$ cat config.mk
export PLATFORM = sky130hd
export DESIGN_NAME = interval_map_range_table_unit
export DESIGN_NICKNAME = d
export VERILOG_FILES = /design/src/design/imrt_pkg.sv /design/src/design/imrt_mem.sv /design/src/design/interval_map_range_table_unit.sv
export SDC_FILE = /design/constraint.sdc
export NUM_CORES = 2
export LEC_CHECK = 0
export ABC_AREA = 1
export BUFFER_PORTS_ARGS = -buffer_cell sky130_fd_sc_hd__buf_2
export CAP_MARGIN = 10
export CORE_UTILIZATION = 51
export CTS_CLUSTER_DIAMETER = 50
export DETAILED_ROUTE_END_ITERATION = 8
export PLACE_DENSITY = 0.64
export SETUP_SLACK_MARGIN = 0.02
export SLEW_MARGIN = 10
export SYNTH_ARGS = -nofsm -noshare
export SYNTH_HDL_FRONTEND = slang
export SYNTH_SLANG_ARGS = --single-unit
$ cat constraint.sdc
create_clock -name clock -period 16.54 [get_ports clock]
set_input_delay 0.827 -clock clock [delete_from_list [all_inputs] [get_ports clock]]
set_output_delay 0.827 -clock clock [all_outputs]
set_load 0.05 [all_outputs]
$ cat src/design/imrt_pkg.sv
package imrt_pkg;

   // default sizes
   localparam int DEF_CAPACITY   = 64;
   localparam int DEF_VALUE_BITS = 8;
   localparam int KEY_BITS       = 32;

   // result status codes
   localparam int STATUS_BITS = 2;
   typedef enum logic [STATUS_BITS-1:0] {
      STATUS_DONE  = 2'd0,
      STATUS_EMPTY = 2'd1,
      STATUS_FULL  = 2'd2
   } status_type;

   // item modes
   localparam logic MODE_ASSIGN = 1'b0;
   localparam logic MODE_LOOKUP = 1'b1;

endpackage

$ cat src/design/imrt_mem.sv
module imrt_mem import imrt_pkg::*; #(
   parameter int DEPTH = DEF_CAPACITY,
   parameter int WIDTH = KEY_BITS + DEF_VALUE_BITS,
   localparam int IDX_BITS = (DEPTH > 1) ? $clog2(DEPTH) : 1
) (
   input  logic                clock,
   input  logic [IDX_BITS-1:0] rd_addr,
   output logic [WIDTH-1:0]    rd_data,
   input  logic                wr_en,
   input  logic [IDX_BITS-1:0] wr_addr,
   input  logic [WIDTH-1:0]    wr_data
);

   logic [WIDTH-1:0] mem_ff [DEPTH];

   // one write and one registered read per cycle
   always_ff @(posedge clock) begin
      if (wr_en) begin
         mem_ff[wr_addr] <= wr_data;
      end
      rd_data <= mem_ff[rd_addr];
   end

endmodule

$ cat src/design/interval_map_range_table_unit.sv
// Breakpoint table for range assigns and key lookups. Raise start while busy is low to
// hand over one item; exactly one result comes back on the rsp_ ports, marked by a
// one-cycle rsp_strobe that cannot be held off, so the receiver must take it then.
// Every item but an empty-range assign first scans all n stored breakpoints through
// the table memory's single read port. A lookup then answers. An assign that would
// overflow the table answers with status FULL; one that changes the table moves the
// tail of the table through the same memory, one entry per cycle, and writes at most
// two new breakpoints. An empty range answers from idle with status EMPTY, unscanned.
// default_value is written on the csr_ beat channel, which is always ready, but it
// must only be written while busy is low. The table needs no clearing after reset.
module interval_map_range_table_unit import imrt_pkg::*; #(
   parameter int CAPACITY   = DEF_CAPACITY,
   parameter int VALUE_BITS = DEF_VALUE_BITS,
   localparam int IDX_BITS = (CAPACITY > 1) ? $clog2(CAPACITY) : 1,
   localparam int CW = $clog2(CAPACITY + 1)
) (
   input  logic                       clock,
   input  logic                       reset,
   input  logic                       start,
   output logic                       busy,
   input  logic                       req_mode,
   input  logic signed [KEY_BITS-1:0] req_first_key,
   input  logic signed [KEY_BITS-1:0] req_end_key,
   input  logic [VALUE_BITS-1:0]      req_new_value,
   output logic                       rsp_strobe,
   output logic [VALUE_BITS-1:0]      rsp_found_value,
   output logic [STATUS_BITS-1:0]     rsp_status,
   output logic [CW-1:0]              rsp_entries_used,
   input  logic                       csr_valid,
   output logic                       csr_ready,
   input  logic [VALUE_BITS-1:0]      csr_data
);

   localparam int DW = KEY_BITS + VALUE_BITS;
   localparam int SW = CW + 2;

   typedef enum logic [2:0] {
      S_IDLE, S_SCAN, S_DECIDE, S_MOVE, S_INS_B, S_INS_E
   } state_type;

   state_type                 state_ff;
   logic                      rsp_strobe_ff;
   logic [VALUE_BITS-1:0]     rsp_found_ff;
   logic [STATUS_BITS-1:0]    rsp_status_ff;
   logic [CW-1:0]             rsp_used_ff;
   logic [VALUE_BITS-1:0]     dflt_ff;
   logic [CW-1:0]             count_ff;

   logic                      mode_ff;
   logic signed [KEY_BITS-1:0] bkey_ff;
   logic signed [KEY_BITS-1:0] ekey_ff;
   logic [VALUE_BITS-1:0]     nval_ff;

   logic [CW-1:0]             rd_idx_ff;
   logic                      pend_ff;
   logic [IDX_BITS-1:0]       pidx_ff;
   logic [CW-1:0]             nlt_ff;
   logic [CW-1:0]             gt_ff;
   logic [VALUE_BITS-1:0]     vprev_ff;
   logic [VALUE_BITS-1:0]     vend_ff;
   logic [VALUE_BITS-1:0]     vlk_ff;

   logic signed [SW-1:0]      delta_ff;
   logic [CW-1:0]             nnew_ff;
   logic                      ins_b_ff;
   logic                      ins_e_ff;
   logic [IDX_BITS-1:0]       mv_src_ff;
   logic [CW-1:0]             mv_left_ff;
   logic                      mv_up_ff;

   logic [IDX_BITS-1:0]       mem_rd_addr;
   logic [DW-1:0]             mem_rd_data;
   logic                      mem_wr_en;
   logic [IDX_BITS-1:0]       mem_wr_addr;
   logic [DW-1:0]             mem_wr_data;

   logic signed [KEY_BITS-1:0] rd_key;
   logic [VALUE_BITS-1:0]     rd_val;
   logic                      scan_go;
   logic                      ins_b_in;
   logic                      ins_e_in;
   logic [SW-1:0]             nnew_in;
   logic signed [SW-1:0]      delta_in;
   logic [CW-1:0]             tail_in;
   logic signed [SW-1:0]      mv_dst;

   imrt_mem #(.DEPTH(CAPACITY), .WIDTH(DW)) u_mem (
      .clock   (clock),
      .rd_addr (mem_rd_addr),
      .rd_data (mem_rd_data),
      .wr_en   (mem_wr_en),
      .wr_addr (mem_wr_addr),
      .wr_data (mem_wr_data)
   );

   assign busy             = (state_ff != S_IDLE);
   assign csr_ready        = 1'b1;
   assign rsp_strobe       = rsp_strobe_ff;
   assign rsp_found_value  = rsp_found_ff;
   assign rsp_status       = rsp_status_ff;
   assign rsp_entries_used = rsp_used_ff;

   assign rd_key  = $signed(mem_rd_data[DW-1:VALUE_BITS]);
   assign rd_val  = mem_rd_data[VALUE_BITS-1:0];
   assign scan_go = (rd_idx_ff < count_ff);

   // decision terms after the scan
   always_comb begin
      ins_b_in = (vprev_ff != nval_ff);
      ins_e_in = (vend_ff != nval_ff);
      nnew_in  = SW'(nlt_ff) + SW'(ins_b_in) + SW'(ins_e_in) + SW'(count_ff) - SW'(gt_ff);
      delta_in = $signed(SW'(nlt_ff) + SW'(ins_b_in) + SW'(ins_e_in)) - $signed(SW'(gt_ff));
      tail_in  = count_ff - gt_ff;
      mv_dst   = $signed(SW'(pidx_ff)) + delta_ff;
   end

   // memory port steering
   always_comb begin
      mem_rd_addr = (state_ff == S_SCAN) ? rd_idx_ff[IDX_BITS-1:0] : mv_src_ff;
      mem_wr_en   = 1'b0;
      mem_wr_addr = mv_dst[IDX_BITS-1:0];
      mem_wr_data = mem_rd_data;
      unique case (state_ff)
         S_MOVE: begin
            mem_wr_en = pend_ff;
         end
         S_INS_B: begin
            mem_wr_en   = ins_b_ff;
            mem_wr_addr = nlt_ff[IDX_BITS-1:0];
            mem_wr_data = {bkey_ff, nval_ff};
         end
         S_INS_E: begin
            mem_wr_en   = ins_e_ff;
            mem_wr_addr = IDX_BITS'(nlt_ff + CW'(ins_b_ff));
            mem_wr_data = {ekey_ff, vend_ff};
         end
         default: begin
            mem_wr_en = 1'b0;
         end
      endcase
   end

   // sequencer
   always_ff @(posedge clock) begin
      if (reset) begin
         state_ff      <= S_IDLE;
         rsp_strobe_ff <= 1'b0;
         count_ff      <= '0;
         dflt_ff       <= '0;
      end else begin
         rsp_strobe_ff <= 1'b0;
         if (csr_valid && csr_ready) begin
            dflt_ff <= csr_data;
         end
         unique case (state_ff)
            S_IDLE: begin
               if (start) begin
                  mode_ff   <= req_mode;
                  bkey_ff   <= req_first_key;
                  ekey_ff   <= req_end_key;
                  nval_ff   <= req_new_value;
                  rd_idx_ff <= '0;
                  pend_ff   <= 1'b0;
                  nlt_ff    <= '0;
                  gt_ff     <= '0;
                  vprev_ff  <= dflt_ff;
                  vend_ff   <= dflt_ff;
                  vlk_ff    <= dflt_ff;
                  if (req_mode == MODE_ASSIGN && req_first_key >= req_end_key) begin
                     rsp_strobe_ff <= 1'b1;
                     rsp_found_ff  <= '0;
                     rsp_status_ff <= STATUS_EMPTY;
                     rsp_used_ff   <= count_ff;
                  end else begin
                     state_ff <= S_SCAN;
                  end
               end
            end
            S_SCAN: begin
               pend_ff <= scan_go;
               pidx_ff <= rd_idx_ff[IDX_BITS-1:0];
               if (scan_go) begin
                  rd_idx_ff <= rd_idx_ff + 1'b1;
               end
               // sorted keys, so each condition holds on a prefix
               if (pend_ff) begin
                  if (rd_key < bkey_ff) begin
                     nlt_ff   <= CW'(pidx_ff) + 1'b1;
                     vprev_ff <= rd_val;
                  end
                  if (rd_key <= bkey_ff) begin
                     vlk_ff <= rd_val;
                  end
                  if (rd_key <= ekey_ff) begin
                     gt_ff   <= CW'(pidx_ff) + 1'b1;
                     vend_ff <= rd_val;
                  end
               end
               if (!scan_go && !pend_ff) begin
                  state_ff <= S_DECIDE;
               end
            end
            S_DECIDE: begin
               ins_b_ff   <= ins_b_in;
               ins_e_ff   <= ins_e_in;
               nnew_ff    <= nnew_in[CW-1:0];
               delta_ff   <= delta_in;
               mv_up_ff   <= (delta_in < 0);
               mv_src_ff  <= (delta_in < 0) ? gt_ff[IDX_BITS-1:0]
                                            : IDX_BITS'(count_ff - 1'b1);
               mv_left_ff <= (delta_in == 0) ? '0 : tail_in;
               pend_ff    <= 1'b0;
               if (mode_ff == MODE_LOOKUP) begin
                  state_ff      <= S_IDLE;
                  rsp_strobe_ff <= 1'b1;
                  rsp_found_ff  <= vlk_ff;
                  rsp_status_ff <= STATUS_DONE;
                  rsp_used_ff   <= count_ff;
               end else if (nnew_in > SW'(CAPACITY)) begin
                  state_ff      <= S_IDLE;
                  rsp_strobe_ff <= 1'b1;
                  rsp_found_ff  <= '0;
                  rsp_status_ff <= STATUS_FULL;
                  rsp_used_ff   <= count_ff;
               end else begin
                  state_ff <= S_MOVE;
               end
            end
            S_MOVE: begin
               // read one tail entry, write the previous one to its new slot
               pend_ff <= (mv_left_ff != 0);
               pidx_ff <= mv_src_ff;
               if (mv_left_ff != 0) begin
                  mv_left_ff <= mv_left_ff - 1'b1;
                  mv_src_ff  <= mv_up_ff ? mv_src_ff + 1'b1 : mv_src_ff - 1'b1;
               end
               if (mv_left_ff == 0 && !pend_ff) begin
                  state_ff <= S_INS_B;
               end
            end
            S_INS_B: begin
               state_ff <= S_INS_E;
            end
            S_INS_E: begin
               state_ff      <= S_IDLE;
               count_ff      <= nnew_ff;
               rsp_strobe_ff <= 1'b1;
               rsp_found_ff  <= '0;
               rsp_status_ff <= STATUS_DONE;
               rsp_used_ff   <= nnew_ff;
            end
            default: begin
               state_ff <= S_IDLE;
            end
         endcase
      end
   end

   // checks
   a_count_cap: assert property (@(posedge clock) disable iff (reset)
      count_ff <= CW'(CAPACITY))
      else $error("breakpoint count above capacity");

   a_wr_state: assert property (@(posedge clock) disable iff (reset)
      mem_wr_en |-> (state_ff == S_MOVE || state_ff == S_INS_B || state_ff == S_INS_E))
      else $error("table written outside update");

   a_rsp_busy: assert property (@(posedge clock) disable iff (reset)
      rsp_strobe |-> !busy)
      else $error("result shown while busy");

   a_take: assert property (@(posedge clock) disable iff (reset)
      (start && !busy) |=> (busy || rsp_strobe))
      else $error("accepted item produced nothing");

endmodule
==> results.md <==
- The flow ran to the end, and the final reports show no timing, DRC or antenna violations.
- For the final database, setup skew stands at 49.0 ps.
- For hold timing, the worst endpoint is nval_ff[1]$_DFFE_PP_.
- The number of antenna violations at the first check in global routing came to 10.
- The maximum number of pins on one net before global-route repair is 225.
- Dividing the detail-routed via count by the number of cells gives 6.13.
- The clock transition at the registers of the reported paths is ~60 ps.
- After global routing the overflow that remains totals 0.
- In this run, distinct cell masters in the synthesized netlist total 51.
- By area the synthesized netlist is led by sky130_fd_sc_hd__edfxtp_1 (72%), sky130_fd_sc_hd__nor2_1 (5.3%), sky130_fd_sc_hd__o21ai_0 (5.0%).
- 105 I/O pins were placed.
- The kind of end point of the critical path is a flop.
- Summing every instance area after synthesis gives 114000 um2.
- In this run the standard cell core region covers 222000 um2.
- The number of cells in the design after placement is 11828.
- Post-CTS repair changed the size of 0 cells.
- The final period demand of the worst path is 6710 ps.
- The number of buffers on the longest clock path is 4.
- The most critical setup path has its startpoint at state_ff[1]$_SDFFE_PP0P_.
- At the worst endpoint, the required time is 17380 ps.
- CTS built an H-tree with a depth of 5.
- The number of synthesized register bits is 2790.
- The starting utilization of the core area is 51.3%.
- For this run, asynchronously set or reset flops after synthesis account for 0%.
- Timing would allow up to 149 MHz.
- TritonCTS built the clock tree.
- The number of buffers inserted by post-CTS setup repair is 0.
- The routed design has 327000 um of wire.
- The post-layout net count is about 9400.
- The worst path arrival time is approximately 7600 ps.
- The via count of the first global-routing pass is 71204.
- The count of buffers from port buffering is between 100 and 150.
- The source of the worst register-to-register timing path is state_ff[1]$_SDFFE_PP0P_.
- The routability congestion estimate is 0.873.
- CTS placed an instance of sky130_fd_sc_hd__clkbuf_16 at the clock tree root.
- For the pin with the worst max-slew slack, the measured transition is 1220 ps.
- The startpoint kind of the worst setup timing path is a flop.
- For this design the ratio of total power to cell area is 182 nW/um2.
- The critical path is of the reg -> reg type.
- The share of the yosys chip area belonging to registers is roughly 73%.
- The maximum vdd drop is 171 uV.
- The fraction of layout cells with a size suffix above 1 is 8.54%.
- The most common cell in the synthesized netlist is sky130_fd_sc_hd__edfxtp_1.
- The post-DP HPWL is 169000 um.
- The number of remaining DRC errors is 0.
- The startpoint identified for the worst hold timing path is req_new_value[1].
- The remaining number of nets flagged by the antenna check after routing is 0.
- The first global-routing pass estimated approximately 480000 um of wire.
- The layout-stage area growth over the synthesis result is 11.6%.
- The average wire length per cell after detail routing is 26.5 um.
- The first TritonRoute pass finished after 6 iterations.
- The worst reg2reg path depth is 16.
- The analysis attributes to cell leakage a power of 43.0 nW.
- The number of non-filler instances in the completed layout is between 10000 and 15000.
- The share of synthesized area in the top cell type comes to 71.9%.
- The post-synthesis area per instance is 12.4 um2.
- The first routing iteration left 10481 violations.
- The die covers 226000 um2.
- The detailed-route via count is roughly 76000.
- The setup total negative slack is 0 ps.
- Setup violations remaining at the end of the flow were counted as 0.
- In this run the horizontal extent of the chip is around 470 um.
- The endpoint of the worst-slack reg-to-reg timing path is u_mem.rd_data[8]$_DFF_P_.
- The number of placement rows is roughly 170.
- The number of enable flip-flop cells after synthesis is 2731.
- The worst path uses 40.6% of the clock period.
- Along the worst hold path, the cell count comes to 1.
- Counting every net in the synthesized netlist gives 9401.
- Counting the buffers created by CTS gives 299.
- The final count of hold timing violations is 0.
- The cell taking the most area after synthesis is sky130_fd_sc_hd__edfxtp_1.
- The max-slew headroom at the worst pin is 18.5%.
- The commonest cells after synthesis are sky130_fd_sc_hd__edfxtp_1 (2731), sky130_fd_sc_hd__nor2_1 (1602), sky130_fd_sc_hd__o21ai_0 (1137).
- In the post-route analysis, the smallest setup slack over all paths is 9830 ps.
- Of all nets on the critical path, the largest fanout is 220.
- For this design, the CTS-stage hold fixing added 0 buffers.
- The worst setup slack after placement is 10080 ps.
- The total global-route track usage is 28.7%.
- The total clock sinks is around 2800.
- The die outline height is 475 um.
- The max-slew violation count is 0.
- The synthesis warning total is 0.
- The most used flip-flop cell after synthesis is sky130_fd_sc_hd__edfxtp_1.
- Max-cap violations in this run came to 0.
- The worst register-to-register path has a setup slack of 9830 ps.
- The synthesized netlist cell count is 9164.
- The later pin in the worst-skew pair is clocked with a latency of about 950 ps.
- The kind of path behind the tightest hold check is in -> reg.
- Setup repair after global routing left no endpoint under its margin.
-- worst max-delay path, stage by stage, from the launching register on --
cell and delay, ps:
sky130_fd_sc_hd__dfxtp_1 410, sky130_fd_sc_hd__inv_2 140, sky130_fd_sc_hd__nand3_4 400, sky130_fd_sc_hd__nand2_2 280, sky130_fd_sc_hd__nand2_8 360, sky130_fd_sc_hd__inv_16 710
sky130_fd_sc_hd__buf_4 720, sky130_fd_sc_hd__buf_4 790, sky130_fd_sc_hd__buf_4 920, sky130_fd_sc_hd__o21ai_0 170, sky130_fd_sc_hd__o22ai_1 200, sky130_fd_sc_hd__nand2_1 80
sky130_fd_sc_hd__nand2_1 100, sky130_fd_sc_hd__nand2_1 50, sky130_fd_sc_hd__nand3_1 360, sky130_fd_sc_hd__nand3_1 170, sky130_fd_sc_hd__nand2_1 180
-- placed cells by master, fill, tap and decap left out, types with 11 or more instances in the layout --
cell type / synthesis / routed
sky130_fd_sc_hd__a21oi_1: 92 / 91
sky130_fd_sc_hd__buf_2: 242 / 103
sky130_fd_sc_hd__buf_4: 15 / 153
sky130_fd_sc_hd__bufinv_16: 0 / 18
sky130_fd_sc_hd__clkbuf_1: 274 / 59
sky130_fd_sc_hd__clkbuf_16: 0 / 306
sky130_fd_sc_hd__clkbuf_8: 0 / 11
sky130_fd_sc_hd__clkinv_1: 0 / 52
sky130_fd_sc_hd__clkinv_2: 0 / 44
sky130_fd_sc_hd__dfxtp_1: 59 / 59
sky130_fd_sc_hd__edfxtp_1: 2731 / 2731
sky130_fd_sc_hd__fa_1: 12 / 12
sky130_fd_sc_hd__ha_1: 140 / 140
sky130_fd_sc_hd__inv_1: 259 / 259
sky130_fd_sc_hd__nand2_1: 1111 / 1110
sky130_fd_sc_hd__nand3_1: 370 / 367
sky130_fd_sc_hd__nand4_1: 13 / 13
sky130_fd_sc_hd__nor2_1: 1602 / 1538
sky130_fd_sc_hd__nor2_4: 3 / 67
sky130_fd_sc_hd__nor3_1: 14 / 13
sky130_fd_sc_hd__o211ai_1: 208 / 208
sky130_fd_sc_hd__o21ai_0: 1137 / 1137
sky130_fd_sc_hd__o21ai_1: 208 / 206
sky130_fd_sc_hd__o221ai_1: 74 / 42
sky130_fd_sc_hd__o221ai_4: 0 / 32
sky130_fd_sc_hd__o22ai_1: 442 / 442
sky130_fd_sc_hd__xnor2_1: 13 / 13
sky130_fd_sc_hd__xor2_1: 21 / 21
-- worst max path at each step --
stage,to,depth (start not counted)
after floorplan,bkey_ff[0]$_DFFE_PP_,2
after global placement,u_mem.rd_data[36]$_DFF_P_,15
after detailed placement,u_mem.rd_data[8]$_DFF_P_,16
after CTS,u_mem.rd_data[8]$_DFF_P_,16
after global routing,u_mem.rd_data[8]$_DFF_P_,16
final,u_mem.rd_data[8]$_DFF_P_,16
-- through the flow --
step	utilization (%)	hold slack, ps	power [mW]	cell area (um2)
final	57.3	68.3	23.2	127000
after global routing	57.3	40.4	24.2	127000
after CTS	57.3	15.3	23.1	127000
after global placement	53.1	501	16.6	118000
after floorplan	-	463	14.1	114000
after detailed placement	53.1	507	16.8	118000
-- cells by family (layout without fill, tap and decap cells) --
group / Yosys count / count (layout) / share of synthesized area (%)
other: 1 / 4 / 0.00329
and+or+nand+nor: 3149 / 3149 / 10.9
buffers and inverters: 845 / 1045 / 3.22
AOI/OAI and AO/OA: 2193 / 2193 / 10.9
DFF: 2790 / 2790 / 72.9
xor gates and xnor gates: 34 / 34 / 0.261
adders and majority gates: 152 / 152 / 1.75
-- power breakdown --
group / switching (mW) / leakage [nW] / internal [mW] / total [mW]
combinational: 5.78 / 13.3 / 1.83 / 7.61
sequential: 0.228 / 25.2 / 8.95 / 9.18
clock: 2.67 / 4.50 / 3.71 / 6.38
total: 8.68 / 43.0 / 14.5 / 23.2
-- metal layers --
metal | up-vias | routed length [um] | track usage, %
met5 | - | 34 | 0
met4 | 4 | 9580 | 8.73
met3 | 575 | 38200 | 6.94
met2 | 4226 | 147000 | 43.6
met1 | 37492 | 133000 | 40.8
li1 | 33362 | - | -
-- area by class of cell --
cell class / count / area (um2)
fillers: 17512 / 95000
flip-flops and latches: 2790 / 83200
multi-input cells: 5529 / 28300
clock buffers: 376 / 8030
well taps: 2975 / 3720
repair buffers: 266 / 1860
clock inverters: 135 / 1150
inverters: 268 / 1040
diodes: 3 / 7.51
-- sequential cells by signal, indices dropped and copies added, names as in the netlist, 7 cells and up --
signal,flops
u_mem.mem_ff,2560
u_mem.rd_data,40
bkey_ff,32
ekey_ff,32
dflt_ff,8
nval_ff,8
rsp_found_value,8
vend_ff,8
vlk_ff,8
vprev_ff,8
count_ff,7
gt_ff,7
mv_left_ff,7
nlt_ff,7
nnew_ff,7
rd_idx_ff,7
rsp_entries_used,7
(Power assumes the default switching activity.)
